===== src/design/bos_pkg.sv =====
// shared types and constants for the box overlap suppression block
package bos_pkg;

  localparam int CoordW     = 12;
  localparam int ThrW       = 24;
  localparam int AreaW      = 2 * CoordW;
  localparam int CmpW       = (AreaW > ThrW) ? AreaW : ThrW;
  localparam int MaxBoxes   = 64;
  localparam int QueueDepth = 2;

  localparam logic [ThrW-1:0] ThrReset = ThrW'(6);

  typedef struct packed {
    logic [CoordW-1:0] box_left;
    logic [CoordW-1:0] box_top;
    logic [CoordW-1:0] box_width;
    logic [CoordW-1:0] box_height;
    logic [CoordW-1:0] center_col;
    logic [CoordW-1:0] center_row;
    logic              final_box;
  } box_in_t;

  typedef struct packed {
    logic [CoordW-1:0] kept_left;
    logic [CoordW-1:0] kept_top;
    logic [CoordW-1:0] kept_width;
    logic [CoordW-1:0] kept_height;
    logic [CoordW-1:0] kept_center_col;
    logic [CoordW-1:0] kept_center_row;
    logic              list_empty;
    logic              overflowed;
    logic              last_result;
  } result_t;

  typedef struct packed {
    logic [CoordW-1:0] left;
    logic [CoordW-1:0] top;
    logic [CoordW-1:0] width;
    logic [CoordW-1:0] height;
  } box_t;

  typedef struct packed {
    logic [CoordW-1:0] col;
    logic [CoordW-1:0] row;
  } center_t;

  // queued item with its classification
  typedef struct packed {
    box_in_t box;
    logic    alive;
  } q_item_t;

endpackage


===== src/design/bos_front.sv =====
// front end: accepts boxes, classifies them and queues them for the back end
module bos_front import bos_pkg::*; (
  input  logic    clk_i,
  input  logic    rst_ni,
  input  logic    start_i,
  input  box_in_t box_i,
  output logic    busy_o,
  output q_item_t q_item_o,
  output logic    q_valid_o,
  input  logic    q_pop_i
);

  localparam int PtrW = (QueueDepth > 1) ? $clog2(QueueDepth) : 1;
  localparam int CntW = $clog2(QueueDepth + 1);
  localparam logic [PtrW-1:0] PtrLast = PtrW'(QueueDepth - 1);
  localparam logic [CntW-1:0] CntFull = CntW'(QueueDepth);

  q_item_t         mem_q [QueueDepth];
  logic [PtrW-1:0] wr_ptr_q, wr_ptr_d;
  logic [PtrW-1:0] rd_ptr_q, rd_ptr_d;
  logic [CntW-1:0] cnt_q, cnt_d;
  logic            full, push, pop;
  q_item_t         item;

  assign full      = (cnt_q == CntFull);
  assign push      = start_i && !full;
  assign pop       = q_pop_i && (cnt_q != '0);
  assign busy_o    = full;
  assign q_valid_o = (cnt_q != '0);
  assign q_item_o  = mem_q[rd_ptr_q];

  // a zero width box takes a slot but never survives
  always_comb begin
    item.box   = box_i;
    item.alive = (box_i.box_width != '0);
  end

  always_comb begin
    wr_ptr_d = wr_ptr_q;
    rd_ptr_d = rd_ptr_q;
    cnt_d    = cnt_q;
    if (push) begin
      wr_ptr_d = (wr_ptr_q == PtrLast) ? '0 : wr_ptr_q + 1'b1;
    end
    if (pop) begin
      rd_ptr_d = (rd_ptr_q == PtrLast) ? '0 : rd_ptr_q + 1'b1;
    end
    case ({push, pop})
      2'b10:   cnt_d = cnt_q + 1'b1;
      2'b01:   cnt_d = cnt_q - 1'b1;
      default: cnt_d = cnt_q;
    endcase
  end

  always_ff @(posedge clk_i or negedge rst_ni) begin
    if (!rst_ni) begin
      wr_ptr_q <= '0;
      rd_ptr_q <= '0;
      cnt_q    <= '0;
    end else begin
      wr_ptr_q <= wr_ptr_d;
      rd_ptr_q <= rd_ptr_d;
      cnt_q    <= cnt_d;
    end
  end

  always_ff @(posedge clk_i) begin
    if (push) begin
      mem_q[wr_ptr_q] <= item;
    end
  end

endmodule


===== config.mk =====
export PLATFORM = sky130hd
export DESIGN_NAME = bos_front
export DESIGN_NICKNAME = d
export VERILOG_FILES = /design/src/design/bos_pkg.sv /design/src/design/bos_front.sv
export SDC_FILE = /design/constraint.sdc
export NUM_CORES = 1
export LEC_CHECK = 0
export BUFFER_PORTS_ARGS = -buffer_cell sky130_fd_sc_hd__buf_2
export CORE_MARGIN = 5
export CORE_UTILIZATION = 33
export CTS_CLUSTER_DIAMETER = 200
export DETAILED_ROUTE_END_ITERATION = 8
export PLACE_DENSITY = 0.64
export SLEW_MARGIN = 20
export SYNTH_ARGS = -nofsm -noshare
export SYNTH_HDL_FRONTEND = slang
export SYNTH_SLANG_ARGS = --single-unit

===== constraint.sdc =====
create_clock -name clk_i -period 8.42 [get_ports clk_i]
set_clock_uncertainty 0.05 [all_clocks]
set_input_delay 0.842 -clock clk_i [delete_from_list [all_inputs] [get_ports clk_i]]
set_output_delay 0.842 -clock clk_i [all_outputs]
set_load 0.005 [all_outputs]

# Word-level counts from Yosys, hierarchy flattened
# Memories as Yosys holds them, arrays and structs flattened.
# Cells that the tools add are included.
# word_totals
regBits,4
ram_bits,148
inputBits,77
mem_count,1
# op_classes
addsub,4
eq_ne,3
mux,5
n_reduce_logical,6
# mem_list
name,depth,width,read_ports,rd_clocked_by_memory_dff,write_ports,line,rtl
mem_q,2,74,1,0,1,bos_front.sv:18,q_item_t mem_q [QueueDepth];
# op_table
cell,n
nonzero test 12 bit,1
"== test 2 bit, second input constant",2
2-to-1 mux 1 bit,4
one-hot mux 2 bit (2 select lines),1
nonzero test 2 bit,2
"adder 1 bit, second input constant",2
"adder 2 x 1 -> 2 bit, second input constant",1
"== test 2 x 1 -> 1 bit, second input constant",1
logical AND 1 bit,2
"subtractor 2 x 1 -> 2 bit, second input constant",1
zero test 1 bit,1

# Depth between registers and ports, before layout
# Gate-level depths: netlist (run 1).
# logic_depth
depth_word,5
depth_mapped,6
ltp_nobuf,6

# Least setup slack after synthesis (run 1)
# Ideal clock, no wire load.
# synth_timing
kind,input to register
from,input start_i
to,memory mem_q[0][0] in the netlist's numbering (enable)
arrival_ns,4.025
setup_slack_ns,3.838
cell_stages,2
cell_sequence,nand2_1 > nor2_1
# synth_between
elab_chain_cells,3
# synth_lines
item,line,rtl
start: declaration,bos_front.sv:5,"input logic start_i,"
logical AND 1 bit,bos_front.sv:26,assign push = start_i && !full;
2-to-1 mux 1 bit,bos_front.sv:68,if (push) begin
2-to-1 mux 1 bit (implied by the code),bos_front.sv:69,mem_q[wr_ptr_q] <= item;
end: declaration,bos_front.sv:18,
# No other way between the ends.

==> impl_metrics.ini, run 1 <==
[synth]
postSynthAreaPerCell_sq_um = 22.9
syn-instance-count = 252
synth_xor_area_frac = 0.00760
synth_top_family_by_area = multiplexers
yosysSeqAreaShare = 0.788
synthDistinctLibCells = 18
synthAdderAreaFrac = 0.00217
synth-simple-area-share = 0.0109
yosysWarnings = 0
synth_nets = 330
syn_area_sq_um = 5770
synth-seq-cells = 152
synth_compound_area_frac = 0
synthMuxAreaShare = 0.177

[hold_path]
hold_class = in -> async

[global_routing]
use_met1 = 0.128
grt_pass1_wl_mm = 16.6
grt_pass1_vias = 3172
met3_usage = 0.0457
antenna_found_initial = 1
busiest_layer = met2
grt-ovfl-total = 0
grt_use_total = 0.109
met2_usage = 0.180
grt_max_degree = 75

[clock_tree]
clock_path_buffers = 2
cts-root-buf = clkbuf_16
cts_buffers = 17
postCtsHoldBufs = 0
h-tree-depth = 4
cts_setup_buffers = 0
cts_tree = built
clock_latency_ns = 0.41
cts.sinks = 152
cts_resized = 0
clk_pin_slew_ns = 0.06

[die]
rows = 48
dieArea_sq_um = 20200
io-pin-count = 153
die_x_microns = 142
fp.dieH_microns = 142
fp.coreArea_sq_um = 17200
initial_core_util = 0.334

[placed_design]
post-dp-hpwl_mm = 6.97
dp_slack_ns = 5.45
numPortBuffers = 152
place_area_sq_um = 6760
gp_congestion = 0.723

[finish]
seq_area_sq_um = 4550
final_common_cell = buf_2
nets = 496
drive_gt1_frac = 0.603
final_cell_area_sq_um = 7340
multiInputGateArea_sq_um = 1150
n_antenna_cell = 0
area_delta_synth_final_pct = 27.4
mostFrequentLayoutCells = buf_2, edfxtp_1, mux2_4
fill_cells = 1562
fin_util = 0.426

[timing]
fin_hold_ws_ns = 0.187
rsz0062_at_grt = no
setup_viol = 0
worst_slack_ns = 5.07
finalHoldViolations = 0
timing.fmax_ghz = 0.299
worst_pin_slew_ns = 1.03
slew_viol_final = 0
setup_tns_ns = 0
min_period_ns = 3.35
min_period_over_period = 0.397
relSlewSlack = 0.315

[setup_path]
cp-start-kind = flip-flop
worst_r2r_endpoint = mem_q[0][7]$_DFFE_PP_
timing.critical_path.max_delay_family = buffers and inverters
path_max_fanout = 52
reg2reg_from = cnt_q[0]$_DFFE_PN0P_
cp.arrival_ns = 2.45
critical_path.max_stage_delay_ns = 0.78
cp.required_ns = 7.53
critPathKind = reg -> out
path_cells = buf_4 -> mux2_2 -> buf_2
reg2reg_depth = 4
end_kind = output port
crit_buf_inv = 2
reg2reg_slack_ns = 6.32
slowest_stage = buf_4

[pwr]
ir_worst_vdd_mv = 0.142
power.density_nw_per_um2 = 344
p_leak_nw = 2.85

[route]
dr.first_iter.drc_count = 93
vias_per_cell = 4.37
dr.pass1.iters = 4
wl_mm = 10.8
wl_per_cell_microns = 16.4
vias = 2868
drc_errors = 0
antenna_left = 0

[run_status]
status = finished, final reports clean

[job]
cap_violations = 0
==> report_power, final <==
part / switching [mW] / internal, mW / leakage, nW
Combinational: 0.316 / 0.383 / 1.17
Sequential: 0.0715 / 1.04 / 1.42
Clock: 0.285 / 0.433 / 0.262
Total: 0.673 / 1.85 / 2.85
==> how the worst max path moves through the flow <==
stage / from / endpoint / slack [ns] / depth (start not counted)
after floorplan: start_i / mem_q[0][0]$_DFFE_PP_ / 3.84 / 2
after global placement: rd_ptr_q$_DFFE_PN0P_ / q_item_o[51] / 5.48 / 3
after detailed placement: rd_ptr_q$_DFFE_PN0P_ / q_item_o[52] / 5.45 / 3
after CTS: rd_ptr_q$_DFFE_PN0P_ / q_item_o[51] / 4.98 / 3
after global routing: rd_ptr_q$_DFFE_PN0P_ / q_item_o[53] / 4.91 / 3
final: rd_ptr_q$_DFFE_PN0P_ / q_item_o[51] / 5.07 / 3
==> Yosys cell counts <==
master    instances  share of area
nand3_1           1        0.00087
buf_6             6          0.012
mux2_4           50           0.13
nand2_1           1        0.00065
ha_1              1         0.0022
nor2_1            2         0.0013
xnor2_1           3         0.0046
buf_2             2         0.0017
xor2_1            2         0.0030
nand2b_1          1         0.0011
inv_1             1        0.00065
mux2_2           24          0.047
and2_4            1         0.0015
or2_1             1         0.0011
nor4_1            3         0.0033
edfxtp_1        148           0.77
dfrtp_1           4          0.017
and3_1            1         0.0011
==> metal layers <==
layer / up-vias / wire length, microns
li1: 1327 / -
met1: 1423 / 4410
met2: 102 / 5430
met3: 14 / 783
met4: 2 / 133
met5: - / 7
==> per-stage QoR <==
step / power, mW / std cells
after floorplan: 1.59 / 252
after global placement: 1.82 / 623
after detailed placement: 1.85 / 623
after CTS: 2.57 / 655
after global routing: 2.66 / 656
final: 2.53 / 656
==> area by class of cell <==
class / instances / share of cell area
sequential: 152 / 0.619
multi-input combinational: 91 / 0.157
timing repair buffer: 155 / 0.108
clock buffer: 19 / 0.0590
tap: 225 / 0.0383
clock inverter: 13 / 0.0175
inverter: 1 / 0.000511
==> state kept, by name, indices dropped and copies added, names as in the netlist <==
register and count:
cnt_q 2, mem_q 148, rd_ptr_q 1, wr_ptr_q 1
==> cell families (layout without fill, tap and decap cells) <==
family / count (synthesis) / in the layout
flip-flops: 152 / 152
multiplexers: 74 / 74
adder cells (fa/ha/maj): 1 / 1
AND/OR/NAND/NOR: 11 / 11
XOR/XNOR: 5 / 5
buffers and inverters: 9 / 188
No activity file was read; power rests on OpenSTA's default activity.
==> run 2, diff against run 1 <==
--- a/config.mk
+++ b/config.mk
@@ -10,7 +10,7 @@
 export CORE_UTILIZATION = 33
 export CTS_CLUSTER_DIAMETER = 200
 export DETAILED_ROUTE_END_ITERATION = 8
-export PLACE_DENSITY = 0.64
+export PLACE_DENSITY = 0.66
 export SLEW_MARGIN = 20
 export SYNTH_ARGS = -nofsm -noshare
 export SYNTH_HDL_FRONTEND = slang
==> constraint.sdc (replaced) <==
create_clock -name clk_i -period 3 [get_ports clk_i]
set_clock_uncertainty 0.05 [all_clocks]
set_input_delay 0.3 -clock clk_i [delete_from_list [all_inputs] [get_ports clk_i]]
set_output_delay 0.3 -clock clk_i [all_outputs]
set_load 0.005 [all_outputs]
==> impl_metrics.ini, run 2 (synthesis results as in run 1) <==
[clock_tree]
cts_tree = built
postCtsHoldBufs = 25
cts_setup_buffers = 0
cts-root-buf = clkbuf_16
clock_path_buffers = 2
clock_latency_ns = 0.41
h-tree-depth = 4
cts.sinks = 152
cts_buffers = 17
cts_resized = 0
clk_pin_slew_ns = 0.06

[setup_path]
critPathKind = reg -> out
setup.worst_path.start = rd_ptr_q$_DFFE_PN0P_
cp.required_ns = 2.65
reg2reg_from = cnt_q[0]$_DFFE_PN0P_
cp-start-kind = flip-flop
cp.arrival_ns = 2.10
path_max_fanout = 48
end_kind = output port

[finish]
top_regs = mem_q (148), cnt_q (2)
largest_register = mem_q
fill_cells = 1514
drive_gt1_frac = 0.571
area_delta_synth_final_pct = 33.3
final_common_cell = buf_2
n_antenna_cell = 0
mostFrequentLayoutCells = buf_2, edfxtp_1, mux2_4
final_cell_area_sq_um = 7690
nets = 525
largest_register_ffs = 148

[route]
vias = 2956
wl_per_cell_microns = 16.0
wl_mm = 10.9
dr.first_iter.drc_count = 103
vias_per_cell = 4.32
drc_errors = 0
antenna_left = 0
dr.pass1.iters = 4

[placed_design]
numPortBuffers = 152
post-dp-hpwl_mm = 7.29
gp_congestion = 0.727
dp_slack_ns = 0.957
place_area_sq_um = 6800

[pwr]
ir_worst_vdd_mv = 0.375
p_total_mw = 7.29
p_leak_nw = 3.01
power.density_nw_per_um2 = 948

[global_routing]
grt_max_degree = 49
grt_use_total = 0.113
grt_pass1_wl_mm = 17.0
antenna_found_initial = 0
grt-ovfl-total = 0
grt_pass1_vias = 3337

[job]
cap_violations = 0

[timing]
min_period_over_period = 0.818
timing.fmax_ghz = 0.408
finalHoldViolations = 0
worst_slack_ns = 0.546
min_period_ns = 2.45
setup_viol = 0
slew_viol_final = 0
relSlewSlack = 0.621
rsz0062_at_grt = no
worst_pin_slew_ns = 0.568
setup_tns_ns = 0

[die]
io-pin-count = 153
rows = 48
initial_core_util = 0.334
fp.dieH_microns = 142
dieArea_sq_um = 20200
fp.coreArea_sq_um = 17200
die_x_microns = 142

[hold_path]
hold_class = in -> reg
min_from = box_i[69]

[run_status]
status = finished, final reports clean
run 2: metal layers:
metal / GRT usage / up-vias / part of all wire
met5: 0 / - / 0
met4: 0.0394 / 0 / 0.0098
met3: 0.0481 / 9 / 0.079
met2: 0.196 / 103 / 0.52
met1: 0.124 / 1457 / 0.39
li1: - / 1387 / -
run 2: layout make-up:
class | count | area, sq um | area share
sequential | 152 | 4550 | 0.592
multi-input combinational | 91 | 1150 | 0.150
timing repair buffer | 184 | 1100 | 0.143
clock buffer | 18 | 429 | 0.0558
tap | 225 | 282 | 0.0366
clock inverter | 13 | 176 | 0.0229
inverter | 1 | 3.75 | 0.000488
run 2: power by group:
part	switching (mW)	internal (mW)	leakage, nW
sequential	0.217	2.91	1.42
clock	0.795	1.38	0.295
combinational	0.877	1.11	1.30
total	1.89	5.40	3.01
run 2: worst max-delay path, stage by stage (launching register included):
cell,delay (ns)
dfrtp_4,0.75
buf_12,0.37
mux2_2,0.38
buf_2,0.13
run 2: path summary, 6_finish.rpt:
check | end | slack (ns) | depth (start not counted)
setup / recovery | q_item_o[63] | 0.55 | 3
hold / removal | mem_q[1][70]$_DFFE_PP_ | 0.03 | 1
setup reg to reg | mem_q[1][38]$_DFFE_PP_ | 1.17 | 3
hold reg to reg | cnt_q[1]$_DFFE_PN0P_ | 0.44 | 1
max in group asynchronous | rd_ptr_q$_DFFE_PN0P_ | 2.54 | 2
min in group asynchronous | rd_ptr_q$_DFFE_PN0P_ | 0.20 | 2
run 2: per-stage QoR:
stage	hold WS (ns)	util	instances
2_1_floorplan	-0.0456	-	252
3_3_place_gp	0.0762	0.395	625
3_5_place_dp	0.0837	0.395	625
4_1_cts	0.00000563	0.444	681
5_1_grt	0.000514	0.446	684
6_report	0.0296	0.446	684
